## src/design/kct_pkg.sv

```systemverilog
package kct_pkg;

  localparam int TpsW = 10;
  localparam int SecW = 12;
  localparam int DigW = 6;

  localparam logic [7:0] KEY_SET  = 8'h2A;
  localparam logic [7:0] KEY_GO   = 8'h23;
  localparam logic [7:0] KEY_ZERO = 8'h30;
  localparam logic [7:0] KEY_NINE = 8'h39;

  localparam logic [3:0]      TENS_MAX  = 4'd5;
  localparam logic [1:0]      LEDS_ON   = 2'b11;
  localparam logic [TpsW-1:0] TPS_RESET = 10'd20;
  localparam logic [2:0]      POS_COLON = 3'd2;
  localparam logic [2:0]      POS_FULL  = 3'd4;

  localparam logic [1:0] MODE_IDLE  = 2'd0;
  localparam logic [1:0] MODE_ENTRY = 2'd1;
  localparam logic [1:0] MODE_ARMED = 2'd2;
  localparam logic [1:0] MODE_COUNT = 2'd3;

  typedef enum logic [3:0] {
    ST_IDLE  = 4'b0001,
    ST_ENTRY = 4'b0010,
    ST_ARMED = 4'b0100,
    ST_COUNT = 4'b1000
  } state_t;

  typedef struct packed {
    logic       op;
    logic [7:0] key_code;
  } evt_t;

  typedef struct packed {
    logic [1:0]      mode;
    logic [1:0]      leds;
    logic            echo_valid;
    logic [3:0]      echo_digit;
    logic            colon_mark;
    logic            time_valid;
    logic [SecW-1:0] seconds_left;
    logic            prompt_reset;
  } res_t;

  function automatic logic [1:0] mode_code(input state_t st);
    logic [1:0] m;
    unique case (st)
      ST_IDLE:  m = MODE_IDLE;
      ST_ENTRY: m = MODE_ENTRY;
      ST_ARMED: m = MODE_ARMED;
      ST_COUNT: m = MODE_COUNT;
      default:  m = MODE_IDLE;
    endcase
    return m;
  endfunction

  // shift-and-add / shift-and-subtract products, no multiplier
  function automatic logic [DigW-1:0] times_ten(input logic [DigW-1:0] v);
    logic [DigW-1:0] p;
    p = (v << 3) + (v << 1);
    return p;
  endfunction

  function automatic logic [SecW-1:0] times_sixty(input logic [DigW-1:0] v);
    logic [SecW-1:0] w;
    logic [SecW-1:0] p;
    w = {{(SecW-DigW){1'b0}}, v};
    p = (w << 6) - (w << 2);
    return p;
  endfunction

endpackage

```

## src/design/kct_if.sv

```systemverilog
interface kct_evt_if;
  logic       valid;
  logic       ready;
  logic       op;
  logic [7:0] key_code;

  modport source (output valid, output op, output key_code, input ready);
  modport sink   (input valid, input op, input key_code, output ready);
endinterface

interface kct_res_if;
  logic        valid;
  logic        ready;
  logic [1:0]  mode;
  logic [1:0]  leds;
  logic        echo_valid;
  logic [3:0]  echo_digit;
  logic        colon_mark;
  logic        time_valid;
  logic [11:0] seconds_left;
  logic        prompt_reset;

  modport source (
    output valid, output mode, output leds, output echo_valid, output echo_digit,
    output colon_mark, output time_valid, output seconds_left, output prompt_reset,
    input ready
  );
  modport sink (
    input valid, input mode, input leds, input echo_valid, input echo_digit,
    input colon_mark, input time_valid, input seconds_left, input prompt_reset,
    output ready
  );
endinterface

```

## src/design/kct_in_stage.sv

```systemverilog
module kct_in_stage (
  input  logic            clk,
  input  logic            rst,
  kct_evt_if.sink         evt,
  input  logic            advance,
  output logic            hold_valid,
  output kct_pkg::evt_t   hold
);
  import kct_pkg::*;

  logic accept;

  assign evt.ready = !hold_valid || advance;
  assign accept    = evt.valid && evt.ready;

  always_ff @(posedge clk) begin
    if (rst) begin
      hold_valid <= 1'b0;
    end else if (accept) begin
      hold_valid <= 1'b1;
    end else if (advance) begin
      hold_valid <= 1'b0;
    end
  end

  always_ff @(posedge clk) begin
    if (accept) begin
      hold <= '{op: evt.op, key_code: evt.key_code};
    end
  end

endmodule

```

## src/design/kct_step.sv

```systemverilog
module kct_step (
  input  logic                       clk,
  input  logic                       rst,
  input  logic                       cfg_we,
  input  logic [kct_pkg::TpsW-1:0]   cfg_wdata,
  input  logic                       fire,
  input  kct_pkg::evt_t              item,
  output kct_pkg::res_t              result
);
  import kct_pkg::*;

  logic [TpsW-1:0] ticks_per_second;
  state_t          st, st_next;
  logic [2:0]      pos, pos_next;
  logic [DigW-1:0] mins, mins_next;
  logic [DigW-1:0] secs, secs_next;
  logic [SecW-1:0] rem, rem_next;
  logic [TpsW-1:0] sub, sub_next;

  always_ff @(posedge clk) begin
    if (rst) begin
      ticks_per_second <= TPS_RESET;
    end else if (cfg_we) begin
      ticks_per_second <= cfg_wdata;
    end
  end

  always_ff @(posedge clk) begin
    if (rst) begin
      st   <= ST_IDLE;
      pos  <= '0;
      mins <= '0;
      secs <= '0;
      rem  <= '0;
      sub  <= '0;
    end else if (fire) begin
      st   <= st_next;
      pos  <= pos_next;
      mins <= mins_next;
      secs <= secs_next;
      rem  <= rem_next;
      sub  <= sub_next;
    end
  end

  always_comb begin
    logic [TpsW-1:0] tps;
    logic [3:0]      d;
    logic            is_digit;
    logic [2:0]      pos_inc;
    logic [DigW-1:0] mins_acc;
    logic [DigW-1:0] secs_acc;
    logic [TpsW-1:0] sub_dec;
    logic [SecW-1:0] rem_dec;

    tps      = (ticks_per_second == '0) ? TpsW'(1) : ticks_per_second;
    is_digit = (item.key_code >= KEY_ZERO) && (item.key_code <= KEY_NINE);
    d        = item.key_code[3:0];
    // tens digits clamp at five
    if (!pos[0] && (d > TENS_MAX)) begin
      d = TENS_MAX;
    end
    pos_inc  = pos + 3'd1;
    mins_acc = times_ten(mins) + {2'b00, d};
    secs_acc = times_ten(secs) + {2'b00, d};
    sub_dec  = (sub == '0) ? (tps - TpsW'(1)) : (sub - TpsW'(1));
    rem_dec  = (sub == '0) ? (rem - SecW'(1)) : rem;

    st_next   = st;
    pos_next  = pos;
    mins_next = mins;
    secs_next = secs;
    rem_next  = rem;
    sub_next  = sub;
    result    = '0;

    if (!item.op) begin
      if (item.key_code == KEY_SET) begin
        // starts entry from idle, aborts from any other mode
        pos_next  = '0;
        mins_next = '0;
        secs_next = '0;
        rem_next  = '0;
        sub_next  = '0;
        st_next   = (st == ST_IDLE) ? ST_ENTRY : ST_IDLE;
        result.prompt_reset = (st != ST_IDLE);
      end else begin
        unique case (st)
          ST_ENTRY: begin
            if (is_digit) begin
              if (pos < POS_COLON) begin
                mins_next = mins_acc;
              end else begin
                secs_next = secs_acc;
              end
              pos_next          = pos_inc;
              result.echo_valid = 1'b1;
              result.echo_digit = d;
              result.colon_mark = (pos_inc == POS_COLON);
              if (pos_inc >= POS_FULL) begin
                st_next  = ST_ARMED;
                rem_next = times_sixty(mins) + {{(SecW-DigW){1'b0}}, secs_acc};
                sub_next = '0;
              end
            end
          end
          ST_ARMED: begin
            if (item.key_code == KEY_GO) begin
              if (rem == '0) begin
                st_next   = ST_IDLE;
                pos_next  = '0;
                mins_next = '0;
                secs_next = '0;
                sub_next  = '0;
                result.prompt_reset = 1'b1;
              end else begin
                st_next  = ST_COUNT;
                sub_next = '0;
              end
            end
          end
          default: begin
          end
        endcase
      end
    end else if (st == ST_COUNT) begin
      rem_next = rem_dec;
      sub_next = sub_dec;
      if (sub_dec == '0) begin
        result.time_valid   = 1'b1;
        result.seconds_left = rem_dec;
        if (rem_dec == '0) begin
          st_next   = ST_IDLE;
          pos_next  = '0;
          mins_next = '0;
          secs_next = '0;
          result.prompt_reset = 1'b1;
        end
      end
    end

    result.mode = mode_code(st_next);
    result.leds = ((st_next == ST_ARMED) || (st_next == ST_COUNT)) ? LEDS_ON : 2'b00;
  end

  a_idle_clear: assert property (@(posedge clk) disable iff (rst)
    (st == ST_IDLE) |-> (pos == '0 && mins == '0 && secs == '0 && rem == '0 && sub == '0))
    else $error("idle with leftover timer state");

  a_entry_pos: assert property (@(posedge clk) disable iff (rst)
    (st == ST_ENTRY) |-> (pos < POS_FULL))
    else $error("entry with full digit count");

  a_armed_pos: assert property (@(posedge clk) disable iff (rst)
    (st == ST_ARMED) |-> (pos == POS_FULL))
    else $error("armed without four digits");

  a_count_live: assert property (@(posedge clk) disable iff (rst)
    (st == ST_COUNT) |-> (rem != '0 || sub != '0))
    else $error("counting with nothing left");

  a_prompt_idle: assert property (@(posedge clk) disable iff (rst)
    (fire && result.prompt_reset) |=> (st == ST_IDLE))
    else $error("prompt without return to idle");

endmodule

```

## src/design/kct_out_stage.sv

```systemverilog
module kct_out_stage (
  input  logic            clk,
  input  logic            rst,
  kct_res_if.source       res,
  input  logic            load,
  input  kct_pkg::res_t   data,
  output logic            space
);
  import kct_pkg::*;

  res_t held;

  assign space = !res.valid || res.ready;

  always_ff @(posedge clk) begin
    if (rst) begin
      res.valid <= 1'b0;
    end else if (load) begin
      res.valid <= 1'b1;
    end else if (res.ready) begin
      res.valid <= 1'b0;
    end
  end

  always_ff @(posedge clk) begin
    if (load) begin
      held <= data;
    end
  end

  assign res.mode         = held.mode;
  assign res.leds         = held.leds;
  assign res.echo_valid   = held.echo_valid;
  assign res.echo_digit   = held.echo_digit;
  assign res.colon_mark   = held.colon_mark;
  assign res.time_valid   = held.time_valid;
  assign res.seconds_left = held.seconds_left;
  assign res.prompt_reset = held.prompt_reset;

endmodule

```

## src/design/keypad_countdown_timer.sv

```systemverilog
// keypad countdown timer, mm:ss
// evt channel: one beat per key event (op 0, ascii key_code) or tick (op 1)
// res channel: exactly one result beat per event beat, in order
// cfg_we / cfg_wdata write ticks_per_second; write it only with no beat in flight
// throughput: one event per cycle while res takes each beat; the timer
//   state loop is a single registered update, so only res back-pressure
//   holds the rate below one per cycle
// a two-register path (input register, result register) separates the
//   channels, so a new event is taken while a result still waits
// when res stalls, the result register holds, then the input register
//   fills and evt.ready drops until res takes the waiting beat
// reset: mode idle, all counts zero, ticks_per_second back to 20,
//   both registers empty
module keypad_countdown_timer (
  input  logic                       clk,
  input  logic                       rst,
  kct_evt_if.sink                    evt,
  kct_res_if.source                  res,
  input  logic                       cfg_we,
  input  logic [kct_pkg::TpsW-1:0]   cfg_wdata
);
  import kct_pkg::*;

  // input register to step logic
  logic hold_valid;
  evt_t hold;

  // step logic to result register
  res_t step_res;
  logic space;
  logic fire;

  // an event is processed once the result register has room for it
  assign fire = hold_valid && space;

  kct_in_stage u_in (
    .clk        (clk),
    .rst        (rst),
    .evt        (evt),
    .advance    (space),
    .hold_valid (hold_valid),
    .hold       (hold)
  );

  // timer state and its next-state logic, updated on each processed event
  kct_step u_step (
    .clk       (clk),
    .rst       (rst),
    .cfg_we    (cfg_we),
    .cfg_wdata (cfg_wdata),
    .fire      (fire),
    .item      (hold),
    .result    (step_res)
  );

  // result register driving the res channel
  kct_out_stage u_out (
    .clk   (clk),
    .rst   (rst),
    .res   (res),
    .load  (fire),
    .data  (step_res),
    .space (space)
  );

endmodule
```

## src/flat_wrapper.sv

```systemverilog
// flat-port wrapper written by rule: the top's interface ports become plain ports
module keypad_countdown_timer_flat import kct_pkg::*;
  (clk, rst, cfg_we, cfg_wdata, evt_valid, evt_op, evt_key_code, evt_ready, res_valid, res_mode, res_leds, res_echo_valid, res_echo_digit, res_colon_mark, res_time_valid, res_seconds_left, res_prompt_reset, res_ready);
  kct_evt_if evt_i ();
  kct_res_if res_i ();
  input  logic clk;
  input  logic rst;
  input  logic cfg_we;
  input  logic [kct_pkg::TpsW-1:0] cfg_wdata;
  input wire logic [$bits(evt_i.valid)-1:0] evt_valid;
  input wire logic [$bits(evt_i.op)-1:0] evt_op;
  input wire logic [$bits(evt_i.key_code)-1:0] evt_key_code;
  output wire logic [$bits(evt_i.ready)-1:0] evt_ready;
  output wire logic [$bits(res_i.valid)-1:0] res_valid;
  output wire logic [$bits(res_i.mode)-1:0] res_mode;
  output wire logic [$bits(res_i.leds)-1:0] res_leds;
  output wire logic [$bits(res_i.echo_valid)-1:0] res_echo_valid;
  output wire logic [$bits(res_i.echo_digit)-1:0] res_echo_digit;
  output wire logic [$bits(res_i.colon_mark)-1:0] res_colon_mark;
  output wire logic [$bits(res_i.time_valid)-1:0] res_time_valid;
  output wire logic [$bits(res_i.seconds_left)-1:0] res_seconds_left;
  output wire logic [$bits(res_i.prompt_reset)-1:0] res_prompt_reset;
  input wire logic [$bits(res_i.ready)-1:0] res_ready;
  assign evt_i.valid = evt_valid;
  assign evt_i.op = evt_op;
  assign evt_i.key_code = evt_key_code;
  assign evt_ready = evt_i.ready;
  assign res_valid = res_i.valid;
  assign res_mode = res_i.mode;
  assign res_leds = res_i.leds;
  assign res_echo_valid = res_i.echo_valid;
  assign res_echo_digit = res_i.echo_digit;
  assign res_colon_mark = res_i.colon_mark;
  assign res_time_valid = res_i.time_valid;
  assign res_seconds_left = res_i.seconds_left;
  assign res_prompt_reset = res_i.prompt_reset;
  assign res_i.ready = res_ready;
  keypad_countdown_timer u_core (.clk(clk), .rst(rst), .evt(evt_i), .res(res_i), .cfg_we(cfg_we), .cfg_wdata(cfg_wdata));
endmodule
```

## config.mk

```make
export PLATFORM = sky130hd
export DESIGN_NAME = keypad_countdown_timer_flat
export DESIGN_NICKNAME = d
export VERILOG_FILES = /design/src/design/kct_pkg.sv /design/src/design/kct_if.sv /design/src/design/kct_in_stage.sv /design/src/design/kct_step.sv /design/src/design/kct_out_stage.sv /design/src/design/keypad_countdown_timer.sv /design/src/flat_wrapper.sv
export SDC_FILE = /design/constraint.sdc
export NUM_CORES = 1
export LEC_CHECK = 0
export BUFFER_PORTS_ARGS = -buffer_cell sky130_fd_sc_hd__buf_2
export CAP_MARGIN = 20
export CORE_MARGIN = 3
export CORE_UTILIZATION = 30
export CTS_CLUSTER_DIAMETER = 30
export DETAILED_ROUTE_END_ITERATION = 8
export PLACE_DENSITY = 0.53
export SYNTH_ARGS = -nofsm -noshare
export SYNTH_HDL_FRONTEND = slang
export SYNTH_HIERARCHICAL = 1
export SYNTH_SLANG_ARGS = --single-unit
```

## constraint.sdc

```tcl
create_clock -name clk -period 10.9 [get_ports clk]
set_clock_uncertainty 0.15 [all_clocks]
set_input_delay 2.18 -clock clk [delete_from_list [all_inputs] [get_ports clk]]
set_output_delay 2.18 -clock clk [all_outputs]
set_load 0.005 [all_outputs]
```

### After elaboration in Yosys (flattened, before gate mapping)

Index checks and enable logic that the tools add are counted.

| word-level totals | value |
|---|---|
| word-level logic and storage cells | 153 |
| bits in registers | 85 |

| cells by class | value |
|---|---|
| order comparisons | 5 |
| reductions and logical operators | 30 |
| equality and inequality tests | 20 |
| multiplexer cells | 67 |
| add/sub/neg operators | 10 |
| bitwise gates (word level) | 2 |

Operators with widths:

| operator | count |
|---|---|
| $mux W12 | 7 |
| $mux W10 | 8 |
| $mux W6 | 10 |
| $mux W4 | 10 |
| $logic_not A10 Y1 | 3 |
| $logic_not A12 Y1 | 2 |
| $mux W3 | 8 |
| $ne A4 B3 Y1 const B | 6 |
| $mux W5 | 4 |
| $pmux W10 S2 | 1 |
| $sub A10 B1 Y10 const B | 2 |
| $reduce_and A9 Y1 | 2 |
| $eq A8 B6 Y1 const B | 2 |
| $mux W14 | 1 |
| $add A12 B6 Y12 | 1 |
| $add A6 B4 Y6 | 2 |
| $add A6 B6 Y6 | 2 |
| $pmux W6 S2 | 1 |
| $sub A12 B1 Y12 const B | 1 |
| $sub A12 B8 Y12 | 1 |
| $mux W1 | 11 |
| $pmux W5 S2 | 1 |
| $reduce_bool A3 Y1 | 3 |
| $eq A4 B2 Y1 const B | 2 |
| other kinds (29) | 43 |

### Depth between registers and ports, before layout

Gate-level depths: netlist of run 1.

| logic depth | value |
|---|---|
| depth after elaboration | 11 |
| gate-level depth with buffers | 16 |

### Cells and area by module

The synthesis of run 1 kept the hierarchy.

Modules (own cells, without submodules):

| module | area an instance (µm²) | times used | cells each |
|---|---|---|---|
| kct_step | 4137.7 | 1 | 533 |
| kct_out_stage | 767.0 | 1 | 28 |
| kct_in_stage | 325.3 | 1 | 14 |
| keypad_countdown_timer | 6.3 | 1 | 1 |

### Worst setup path before layout of run 1

OpenSTA, ideal clock, no wires.

| timing | value |
|---|---|
| path type | input-to-output |
| start point | input port res_ready |
| end point | output port evt_ready |
| buffers on the path | 0 |
| arrival time | 2.451 ns |
| stages | 2 |
| slack | 6.119 ns |
| cells stage by stage | nand2b_4 nand2b_4 |

| between the ends | value |
|---|---|
| longest elaborated chain between the ends | 2 |

RTL lines:

| item | RTL line | RTL |
|---|---|---|
| from (decl) | flat_wrapper.sv:23 | `input wire logic [$bits(res_i.ready)-1:0] res_ready;` |
| $logic_or A1 B1 Y1 | kct_out_stage.sv:13 | `assign space = !res.valid \|\| res.ready;` |
| $logic_or A1 B1 Y1 | kct_in_stage.sv:13 | `assign evt.ready = !hold_valid \|\| advance;` |
| to (decl) | flat_wrapper.sv:13 | `output wire logic [$bits(evt_i.ready)-1:0] evt_ready;` |

Every way passes these cells.

### Worst setup path after layout of run 1

| timing | value |
|---|---|
| start point | input port res_ready |
| end point | output port evt_ready |

| between the ends | value |
|---|---|
| longest elaborated chain between the ends | 2 |

RTL lines:

| item | RTL line | RTL |
|---|---|---|
| $logic_or A1 B1 Y1 | kct_out_stage.sv:13 |  |
| named net u_core.space | keypad_countdown_timer.sv:30 | `logic space;` |
| $logic_or A1 B1 Y1 | kct_in_stage.sv:13 |  |

The timed path passes the listed nets, and every way through them passes these cells.

==> results of run 1 <==
## worst min path at each step
stage                                                     to                          startpoint  depth (start not counted)  slack, ps
final                     u_core/u_step/secs[4]$_SDFFE_PP0P_  u_core/u_step/secs[4]$_SDFFE_PP0P_                          2        340
after global routing       u_core/u_step/sub[3]$_SDFFE_PP0P_   u_core/u_step/sub[3]$_SDFFE_PP0P_                          2        380
after CTS                 u_core/u_step/secs[4]$_SDFFE_PP0P_  u_core/u_step/secs[4]$_SDFFE_PP0P_                          2        350
after detailed placement  u_core/u_step/secs[4]$_SDFFE_PP0P_  u_core/u_step/secs[4]$_SDFFE_PP0P_                          2        340
after global placement    u_core/u_step/secs[3]$_SDFFE_PP0P_  u_core/u_step/secs[3]$_SDFFE_PP0P_                          2        320
after floorplan           u_core/u_step/secs[3]$_SDFFE_PP0P_  u_core/u_step/secs[3]$_SDFFE_PP0P_                          2        310
## routing by layer
| layer | part of all wire | wire length (µm) | GRT usage | up-vias |
|---|---|---|---|---|
| met3 | 0.041 | 532 | 0.0307 | 13 |
| li1 | - | - | - | 2180 |
| met1 | 0.49 | 6290 | 0.184 | 2072 |
| met4 | 0.016 | 207 | 0.0504 | 0 |
| met5 | 0 | 0 | 0 | - |
| met2 | 0.46 | 5920 | 0.217 | 73 |
## worst reg2reg max path, cell delays in order, from the launching register on
cell      delay, ps
dfxtp_1         350
or4_1           710
nor3_4          630
a21o_1          220
inv_1            60
ha_1            260
or3b_2          270
or3_1           130
o21ai_0          60
nor3b_1         170
nand4b_1        220
nor3_1          160
a211o_1         330
nor3_1          630
## cells in the final DEF (no fill, tap or decap), types with 17 or more instances in the layout
| cell type | synthesis | final |
|---|---|---|
| a21oi_1 | 30 | 30 |
| inv_1 | 25 | 25 |
| ha_1 | 25 | 25 |
| nor3_1 | 22 | 22 |
| edfxtp_1 | 33 | 33 |
| dfxtp_1 | 52 | 52 |
| nand2_1 | 41 | 41 |
| nor2_1 | 62 | 62 |
| buf_2 | 1 | 49 |
| mux2i_1 | 17 | 17 |
| o21ai_0 | 26 | 26 |
## stage by stage
step | std cells | setup WS [ps] | area (µm²) | utilization
after floorplan | 576 | 6120 | 5240 | -
after global placement | 817 | 5880 | 5650 | 0.336
after detailed placement | 817 | 5880 | 5650 | 0.336
after CTS | 833 | 5880 | 6000 | 0.357
after global routing | 833 | 5860 | 6000 | 0.357
final | 833 | 5880 | 6000 | 0.357
## flip-flops by register name (all words and copies together) (netlist names), 2 cells and up
signal                          flops
u_core/u_out/res.seconds_left      12
u_core/u_step/ticks_per_second     10
u_core/u_step/pos                   3
u_core/u_out/res.leds               2
u_core/u_out/res.mode               2
u_core/u_step/sub                  10
u_core/u_in/hold                    9
u_core/u_step/st                    4
u_core/u_step/secs                  5
u_core/u_step/rem                  12
u_core/u_out/res.echo_digit         4
u_core/u_step/mins                  6
## power groups by stage
| stage | clock network, mW | registers, mW | logic, mW |
|---|---|---|---|
| 6_report | 0.370 | 0.350 | 0.129 |
| 5_1_grt | 0.397 | 0.352 | 0.145 |
| 4_1_cts | 0.380 | 0.350 | 0.129 |
| 3_5_place_dp | 0 | 0.358 | 0.128 |
| 3_3_place_gp | 0 | 0.357 | 0.128 |
| 2_1_floorplan | 0 | 0.354 | 0.0974 |
## synthesized netlist by cell type (6+ instances only)
library cell	number
mux2i_1	17
nor3_1	22
ha_1	25
nand2b_1	9
nand3_1	11
xor2_1	14
and2_1	7
a21oi_1	30
a21o_1	6
a211oi_1	8
o21a_1	7
nand2_1	41
a22oi_1	7
edfxtp_1	33
inv_1	25
a211o_1	6
nor4_1	12
o31ai_1	6
or3_1	11
clkbuf_1	21
o21ai_0	26
nor2b_1	6
a31oi_1	6
dfxtp_1	52
xnor2_1	14
nor2_1	62
## cells by family (layout without fill, tap and decap cells)
family | Yosys count | after routing | synth area share
buffers and inverters | 56 | 93 | 0.0435
adders and majority gates | 29 | 29 | 0.0750
AOI/OAI and AO/OA | 138 | 138 | 0.185
and+or+nand+nor | 222 | 222 | 0.227
muxes | 18 | 18 | 0.0346
DFF | 85 | 85 | 0.388
xor gates and xnor gates | 28 | 28 | 0.0468
## layout make-up
type,count,area [µm²],share of cell area
Sequential cell,85,2030,0.338
Clock inverter,6,118,0.0196
Timing Repair Buffer,52,268,0.0446
Inverter,25,93.8,0.0156
Multi-Input combinational cell,435,2980,0.496
Tap cell,220,275,0.0459
Clock buffer,10,239,0.0398
==> results.sh, run 1 <==
export IMPL_nets=661
export IMPL_async_reset_ff_frac=0
export IMPL_insertion_delay_ps=350
export IMPL_yosysWarnings=6
export IMPL_timing_hold_ws_ps=344
export IMPL_ctsResizeCount=0
export IMPL_drt_iter0_drc=265
export IMPL_cts_buffer_depth=2
export IMPL_reg2reg_from="u_core/u_step/sub[0]$_SDFFE_PP0P_"
export IMPL_crit_family="simple AND/OR/NAND/NOR gates"
export IMPL_worst_pin_slew_ps=1040
export IMPL_power_density_nw_per_um2=141
export IMPL_fin_crit_sh=0.461
export IMPL_combPwrFrac=0.152
export IMPL_dieWidth_um=138
export IMPL_ant_nets=0
export IMPL_route_detailed_drc=0
export IMPL_clock_sinks=85
export IMPL_crit_end="evt_ready"
export IMPL_antenna_found_initial=0
export IMPL_synth_top_flop_cell="dfxtp_1"
export IMPL_area_delta_synth_final_pct=14.6
export IMPL_place_gp_congestion=0.882
export IMPL_grt_max_degree=52
export IMPL_outcome="finished clean"
export IMPL_pin_count=50
export IMPL_synth_cell_type_count=73
export IMPL_syn_nets=629
export IMPL_synth_cells=576
export IMPL_worst_path_max_delay_cell="nand2b_4"
export IMPL_post_cts_buffers=0
export IMPL_grt_usage=0.137
export IMPL_internal_power_mw=0.623
export IMPL_synth_avg_cell_area_um2=9.09
export IMPL_power_mw=0.849
export IMPL_antenna_cells=0
export IMPL_fp_row_count=47
export IMPL_root_buffer="clkbuf_16"
export IMPL_start_util=0.311
export IMPL_crit_start="res_ready"
export IMPL_fp_dieH_um=138
export IMPL_fin_setup_tns_ps=0
export IMPL_hold_viol_final=0
export IMPL_synth_edff_count=33
export IMPL_critPathKind="in2out"
export IMPL_regToRegSetupSlack_ps=6240
export IMPL_tritoncts="done"
export IMPL_r2r_end="u_core/u_out/res.leds[1]$_DFFE_PP_"
export IMPL_port_buffers=49
export IMPL_synth_area_leader_cell="dfxtp_1"
export IMPL_avgViaCountPerCell=5.21
export IMPL_critPathLaunchType="input pin"
export IMPL_ys_seq_elements=85
export IMPL_critical_path_endpoint_type="primary output"
export IMPL_required_ps=8570
export IMPL_p_sw_frac=0.266
export IMPL_grt_pass1_vias=4104
export IMPL_pwr_share_clk=0.436
export IMPL_seq_area_frac_synth=0.388
export IMPL_period_minus_slack_ps=5020
export IMPL_drive_above_1_share=0.145
export IMPL_syn_area_um2=5240
export IMPL_rsz0062_at_grt="false"
export IMPL_path_clk_slew_ps=70
export IMPL_arrival_ps=2690
export IMPL_timing_fmax_ghz=0.199
export IMPL_seqPwrFrac=0.413
export IMPL_cp_depth=4
export IMPL_fillCellCount=1775
export IMPL_hpwl_um=9270
export IMPL_die_area_um2=19100
export IMPL_max_vdd_ir_drop_mv=0.0746
export IMPL_p_sw_mw=0.226
export IMPL_max_cap_viol_count=0
export IMPL_r2r_cells=13
export IMPL_vias=4338
export IMPL_grt_pass1_wl_um=21400
export IMPL_finalSetupViolations=0
export IMPL_drv_slew=0
export IMPL_finalWirelength_um=13000
export IMPL_max_stage_delay_ps=150
export IMPL_wire_per_inst_um=15.5
export IMPL_cp_num_buf_inv=2
export IMPL_postCtsHoldBufs=0
export IMPL_power_leakage_nw=2.41
export IMPL_path_cells="buf_2, nand2b_4, nand2b_4, buf_2"
export IMPL_cts_htree_levels=3
export IMPL_dr_pass1_iters=5
export IMPL_cp_max_fo=3
export IMPL_netlist_area_leader_share=0.199
export IMPL_overflow=0
export IMPL_hold_path_class="reg2reg"
export IMPL_numCtsBuffers=9
export IMPL_slew_headroom=0.298
export IMPL_synth_area_leaders="dfxtp_1 (20%), edfxtp_1 (19%), ha_1 (6.0%), nor2_1 (4.4%), mux2i_1 (3.2%)"
export IMPL_coreArea_um2=16800
Note: power is estimated with default switching activity, not from simulation.
==> run 2, diff against run 1 <==
--- a/config.mk
+++ b/config.mk
@@ -11,7 +11,7 @@
 export CORE_UTILIZATION = 30
 export CTS_CLUSTER_DIAMETER = 30
 export DETAILED_ROUTE_END_ITERATION = 8
-export PLACE_DENSITY = 0.53
+export PLACE_DENSITY = 0.55
 export SYNTH_ARGS = -nofsm -noshare
 export SYNTH_HDL_FRONTEND = slang
 export SYNTH_HIERARCHICAL = 1
==> constraint.sdc (replaced) <==
create_clock -name clk -period 4.5 [get_ports clk]
set_clock_uncertainty 0.15 [all_clocks]
set_input_delay 0.9 -clock clk [delete_from_list [all_inputs] [get_ports clk]]
set_output_delay 0.9 -clock clk [all_outputs]
set_load 0.005 [all_outputs]
==> results.sh, run 2 (synthesis gave the netlist of run 1 again) <==
export IMPL_overflow=0
export IMPL_fillCellCount=1763
export IMPL_start_util=0.311
export IMPL_r2r_cells=13
export IMPL_max_stage_delay_ps=530
export IMPL_critPathLaunchType="register"
export IMPL_grt_use_met1=0.192
export IMPL_period_minus_slack_ps=4120
export IMPL_path_cells="or4_1, nor3_4, a21o_1, inv_1, ha_1, or3b_2, or3_1, o21ai_0, nor3b_1, nand4b_1, o31ai_4, a31oi_2, a22o_1"
export IMPL_combPwrFrac=0.176
export IMPL_top_usage_layer="met2"
export IMPL_numCtsBuffers=9
export IMPL_crit_family="simple AND/OR/NAND/NOR gates"
export IMPL_grt_pass1_vias=4426
export IMPL_rsz0062_at_grt="false"
export IMPL_reg2reg_from="u_core/u_step/sub[2]$_SDFFE_PP0P_"
export IMPL_dr_pass1_iters=5
export IMPL_grtUsageMet2=0.224
export IMPL_timing_hold_ws_ps=344
export IMPL_hold_viol_final=0
export IMPL_antenna_cells=0
export IMPL_clock_sinks=85
export IMPL_p_sw_frac=0.290
export IMPL_dieWidth_um=138
export IMPL_pin_count=50
export IMPL_critPathKind="reg2reg"
export IMPL_coreArea_um2=16800
export IMPL_postCtsHoldBufs=0
export IMPL_cts_buffer_depth=2
export IMPL_grt_usage=0.144
export IMPL_finalWirelength_um=13500
export IMPL_route_detailed_drc=0
export IMPL_fp_row_count=47
export IMPL_r2r_end="u_core/u_step/mins[1]$_SDFFE_PP0P_"
export IMPL_fin_area_um2=6000
export IMPL_layout_commonest_cell="nor2_1"
export IMPL_hpwl_um=9970
export IMPL_path_clk_slew_ps=70
export IMPL_outcome="finished clean"
export IMPL_drive_above_1_share=0.157
export IMPL_p_sw_mw=0.545
export IMPL_mostFrequentLayoutCells="nor2_1 (62), dfxtp_1 (52), buf_2 (49)"
export IMPL_fin_crit_sh=0.915
export IMPL_worst_pin_slew_ps=1030
export IMPL_internal_power_mw=1.33
export IMPL_crit_start="u_core/u_step/sub[2]$_SDFFE_PP0P_"
export IMPL_pwr_share_clk=0.371
export IMPL_nets=671
export IMPL_placed_area_um2=5720
export IMPL_slew_headroom=0.316
export IMPL_crit_end="u_core/u_step/mins[1]$_SDFFE_PP0P_"
export IMPL_place_gp_congestion=0.908
export IMPL_grt_pass1_wl_um=22800
export IMPL_power_leakage_nw=2.42
export IMPL_grt_max_degree=52
export IMPL_drv_slew=0
export IMPL_cp_depth=13
export IMPL_max_cap_viol_count=0
export IMPL_finalSetupViolations=0
export IMPL_avgViaCountPerCell=5.37
export IMPL_hold_path_class="reg2reg"
export IMPL_max_vdd_ir_drop_mv=0.191
export IMPL_timing_fmax_ghz=0.243
export IMPL_tritoncts="done"
export IMPL_cts_htree_levels=3
export IMPL_drt_iter0_drc=318
export IMPL_use_met3=0.0407
export IMPL_wire_per_inst_um=16.0
export IMPL_regToRegSetupSlack_ps=380
export IMPL_insertion_delay_ps=350
export IMPL_seqPwrFrac=0.453
export IMPL_fp_dieH_um=138
export IMPL_cp_max_fo=7
export IMPL_fin_setup_tns_ps=0
export IMPL_power_density_nw_per_um2=313
export IMPL_root_buffer="clkbuf_16"
export IMPL_arrival_ps=4210
export IMPL_vias=4525
export IMPL_required_ps=4590
export IMPL_cp_num_buf_inv=1
export IMPL_antenna_found_initial=0
export IMPL_port_buffers=49
export IMPL_area_delta_synth_final_pct=14.6
export IMPL_critical_path_endpoint_type="register"
export IMPL_die_area_um2=19100
export IMPL_ant_nets=0
export IMPL_worst_path_max_delay_cell="or3b_2"
## run 2: worst min-delay path by stage
stage	startpoint	end	cells after the start
finish	u_core/u_step/secs[3]$_SDFFE_PP0P_	u_core/u_step/secs[3]$_SDFFE_PP0P_	2
CTS	u_core/u_step/sub[3]$_SDFFE_PP0P_	u_core/u_step/sub[3]$_SDFFE_PP0P_	2
global route	u_core/u_step/secs[3]$_SDFFE_PP0P_	u_core/u_step/secs[3]$_SDFFE_PP0P_	2
global placement	u_core/u_step/secs[3]$_SDFFE_PP0P_	u_core/u_step/secs[3]$_SDFFE_PP0P_	2
floorplan	u_core/u_step/secs[3]$_SDFFE_PP0P_	u_core/u_step/secs[3]$_SDFFE_PP0P_	2
detailed placement	u_core/u_step/sub[3]$_SDFFE_PP0P_	u_core/u_step/sub[3]$_SDFFE_PP0P_	2
## run 2: through the flow
stage,cells,total power [mW],util,setup slack (ps)
4_1_cts,843,1.90,0.356,381
2_1_floorplan,576,1.09,-,456
3_5_place_dp,827,1.19,0.340,395
3_3_place_gp,827,1.19,0.340,544
5_1_grt,843,1.97,0.357,82.6
6_report,843,1.88,0.357,382
## run 2: final cells by class
| class | instances | area (µm²) | share of cell area |
|---|---|---|---|
| clock buffer | 9 | 225 | 0.0375 |
| multi-input combinational | 435 | 2980 | 0.497 |
| timing repair buffer | 62 | 343 | 0.0571 |
| tap | 220 | 275 | 0.0459 |
| clock inverter | 7 | 48.8 | 0.00813 |
| inverter | 25 | 93.8 | 0.0156 |
| sequential | 85 | 2030 | 0.339 |
## run 2: power groups by stage
stage | Combinational, mW | Sequential [mW] | Clock (mW)
2_1_floorplan | 0.236 | 0.858 | 0
3_3_place_gp | 0.329 | 0.865 | 0
3_5_place_dp | 0.327 | 0.866 | 0
4_1_cts | 0.329 | 0.849 | 0.721
5_1_grt | 0.366 | 0.853 | 0.754
6_report | 0.331 | 0.850 | 0.697
## run 2: tightest hold or removal path, delay by kind of cell (launching register included)
kind / cells / cell delay, ps
DFF: 1 / 310
and+or+nand+nor: 1 / 70
muxes: 1 / 70
## run 2: timing repair
item,CTS,global route
setup endpoints to repair,0,3
resized for setup,0,1
hold endpoints to repair,0,0
setup buffers,0,0
## run 2: metal layers
metal | up-vias | part of all wire
met1 | 2155 | 0.46
met3 | 9 | 0.068
li1 | 2207 | -
met2 | 154 | 0.46
met4 | 0 | 0.011
met5 | - | 0
==> run 3, diff against run 2 <==
--- a/config.mk
+++ b/config.mk
@@ -5,6 +5,7 @@
 export SDC_FILE = /design/constraint.sdc
 export NUM_CORES = 1
 export LEC_CHECK = 0
+export ABC_AREA = 1
 export BUFFER_PORTS_ARGS = -buffer_cell sky130_fd_sc_hd__buf_2
 export CAP_MARGIN = 20
 export CORE_MARGIN = 3
==> results.sh, run 3 <==
export IMPL_outcome="finished clean"
export IMPL_worst_path_most_repeated_cell="inv_1"
export IMPL_hpwl_um=10300
export IMPL_path_clk_slew_ps=70
export IMPL_layout_area_seq_um2=2030
export IMPL_synth_edff_count=33
export IMPL_r2r_cells=24
export IMPL_path_cells="inv_1, nand2_1, inv_1, nor3_4, inv_1, nand2_1, ha_1, ha_1, fa_1, xnor2_1, inv_1, ha_1, a21oi_2, o21ai_0, nand2_1, inv_1, or2_2, nand3_1, nand3_1, nor2_1, inv_1, a21oi_1, o221ai_1, inv_1"
export IMPL_port_buffers=49
export IMPL_power_density_nw_per_um2=330
export IMPL_timing_fmax_ghz=0.251
export IMPL_required_ps=4650
export IMPL_worstHoldPathCells=2
export IMPL_grt_max_degree=33
export IMPL_die_area_um2=19600
export IMPL_cts_buffer_depth=2
export IMPL_arrival_ps=4130
export IMPL_power_mw=2.03
export IMPL_drt_iter0_drc=296
export IMPL_drv_slew=0
export IMPL_layout_commonest_cell="nand2_1"
export IMPL_avgViaCountPerCell=4.66
export IMPL_dieWidth_um=140
export IMPL_grt_usage=0.141
export IMPL_root_buffer="clkbuf_16"
export IMPL_synth_cells=753
export IMPL_route_detailed_drc=0
export IMPL_netlist_area_leader_share=0.194
export IMPL_clock_sinks=85
export IMPL_post_route_util=0.353
export IMPL_yosysMostFrequentCell="nand2_1"
export IMPL_multiInputGateArea_um2=2850
export IMPL_async_reset_ff_frac=0
export IMPL_synth_cell_type_count=41
export IMPL_fp_row_count=48
export IMPL_fin_crit_sh=0.885
export IMPL_critical_path_endpoint_type="register"
export IMPL_grt_pass1_vias=4503
export IMPL_coreArea_um2=17400
export IMPL_finalSetupViolations=0
export IMPL_drive_above_1_share=0.135
export IMPL_ant_nets=0
export IMPL_tritoncts="done"
export IMPL_numCtsBuffers=9
export IMPL_reg2reg_from="u_core/u_in/hold[2]$_DFFE_PP_"
export IMPL_area_delta_synth_final_pct=14.2
export IMPL_start_util=0.309
export IMPL_dp_cells=1016
export IMPL_hold_path_class="reg2reg"
export IMPL_fp_dieH_um=140
export IMPL_wire_per_inst_um=13.0
export IMPL_syn_area_um2=5380
export IMPL_slew_headroom=0.451
export IMPL_synth_common_cells="nand2_1 (166), nor2_1 (120), inv_1 (105), dfxtp_1 (52)"
export IMPL_overflow=0
export IMPL_place_gp_congestion=0.848
export IMPL_regToRegSetupSlack_ps=520
export IMPL_antenna_found_initial=0
export IMPL_max_vdd_ir_drop_mv=0.182
export IMPL_nets=855
export IMPL_worst_path_max_delay_cell="edfxtp_1"
export IMPL_cts_htree_levels=3
export IMPL_insertion_delay_ps=350
export IMPL_mostFrequentLayoutCells="nand2_1 (166), nor2_1 (120), inv_1 (105)"
export IMPL_pin_count=50
export IMPL_antenna_cells=0
export IMPL_hold_viol_final=0
export IMPL_yosysWarnings=6
export IMPL_critPathKind="reg2reg"
export IMPL_period_minus_slack_ps=3980
export IMPL_synth_area_leaders="dfxtp_1 (19%), edfxtp_1 (18%), nand2_1 (12%), nor2_1 (8.4%), inv_1 (7.3%)"
export IMPL_dr_pass1_iters=5
export IMPL_max_stage_delay_ps=400
export IMPL_grt_pass1_wl_um=22600
export IMPL_synth_avg_cell_area_um2=7.14
export IMPL_worst_pin_slew_ps=824
export IMPL_max_cap_viol_count=0
export IMPL_finalWirelength_um=13400
export IMPL_min_from="u_core/u_step/ticks_per_second[8]$_SDFFE_PP0P_"
export IMPL_synth_area_leader_cell="dfxtp_1"
export IMPL_synth_top_flop_cell="dfxtp_1"
export IMPL_vias=4812
export IMPL_syn_nets=806
export IMPL_cp_max_fo=4
export IMPL_critPathLaunchType="register"
export IMPL_ys_seq_elements=85
export IMPL_holdPathEnd="u_core/u_step/ticks_per_second[8]$_SDFFE_PP0P_"
export IMPL_r2r_end="u_core/u_step/rem[9]$_SDFFE_PP0P_"
export IMPL_fillCellCount=1891
export IMPL_postCtsHoldBufs=0
export IMPL_layout_cells_non_filler=1032
export IMPL_seq_area_frac_synth=0.378
export IMPL_power_leakage_nw=2.86
[run 3: changes by cell type after synthesis, moves of 13 or more]
cell     delta
nand2_1   +125
inv_1      +80
nor2_1     +58
nand3_1    +33
mux2i_1    -17
a21oi_1    +14
nor3_1     -13
o21ai_0    +13
[run 3: logic make-up after synthesis]
kind of cell             count (synthesis)  share of synthesized area
AND/OR/NAND/NOR                        390                      0.316
buffers and inverters                  126                     0.0947
AO/OA/AOI/OAI                          107                      0.112
flip-flops                              85                      0.378
adder cells (fa/ha/maj)                 29                     0.0730
XOR/XNOR                                16                     0.0261
[run 3: worst max path at each step]
stage / cells past startpoint / start / slack [ps] / end
2_1_floorplan: 24 / u_core/u_in/hold[3]$_DFFE_PP_ / 780 / u_core/u_step/rem[9]$_SDFFE_PP0P_
3_3_place_gp: 24 / u_core/u_in/hold[3]$_DFFE_PP_ / 480 / u_core/u_step/rem[9]$_SDFFE_PP0P_
5_1_grt: 24 / u_core/u_in/hold[2]$_DFFE_PP_ / -5 / u_core/u_step/rem[9]$_SDFFE_PP0P_
3_5_place_dp: 24 / u_core/u_in/hold[2]$_DFFE_PP_ / 420 / u_core/u_step/rem[9]$_SDFFE_PP0P_
6_report: 24 / u_core/u_in/hold[2]$_DFFE_PP_ / 520 / u_core/u_step/rem[9]$_SDFFE_PP0P_
4_1_cts: 24 / u_core/u_in/hold[2]$_DFFE_PP_ / 400 / u_core/u_step/rem[9]$_SDFFE_PP0P_
[run 3: critical path, delay by kind of cell, from the launching register on]
kind | cells | cell delay (ps)
simple gates | 8 | 910
xor+xnor | 1 | 180
flops | 1 | 400
compound gates | 4 | 510
fa+ha+maj | 4 | 1200
buf+inv | 7 | 570
[run 3: final cells by class]
class / count / area share
Inverter: 110 / 0.0672
Multi-Input combinational cell: 542 / 0.464
Clock buffer: 9 / 0.0367
Timing Repair Buffer: 54 / 0.0460
Tap cell: 225 / 0.0458
Clock inverter: 7 / 0.00937
Sequential cell: 85 / 0.331
[run 3: report_power, final]
part	total (mW)	leakage [nW]	internal, mW	switching (mW)
sequential	0.858	0.738	0.833	0.0251
combinational	0.450	1.99	0.152	0.297
clock	0.719	0.129	0.381	0.338
[run 3: what timing repair did]
item | 4_1_cts | 5_1_grt
resized for setup | 0 | 3
setup endpoints to repair | 0 | 4
endpoints found under the hold margin | 0 | 0
buffers inserted | 0 | 0
[run 3: per-stage QoR]
| step | setup slack [ps] | TNS [ps] | area, µm² | hold slack [ps] |
|---|---|---|---|---|
| 2_1_floorplan | 784 | 0 | 5380 | 294 |
| 3_3_place_gp | 481 | 0 | 5850 | 310 |
| 3_5_place_dp | 416 | 0 | 5850 | 317 |
| 4_1_cts | 404 | 0 | 6130 | 328 |
| 5_1_grt | -4.52 | -4.52 | 6140 | 349 |
| 6_report | 519 | 0 | 6140 | 327 |
[run 3: per-layer routing]
layer | vias up | global-route usage | part of all wire
met5 | - | 0 | 0
met4 | 0 | 0.0352 | 0.0093
met3 | 8 | 0.0314 | 0.042
met2 | 105 | 0.217 | 0.43
met1 | 2154 | 0.201 | 0.51
li1 | 2545 | - | -
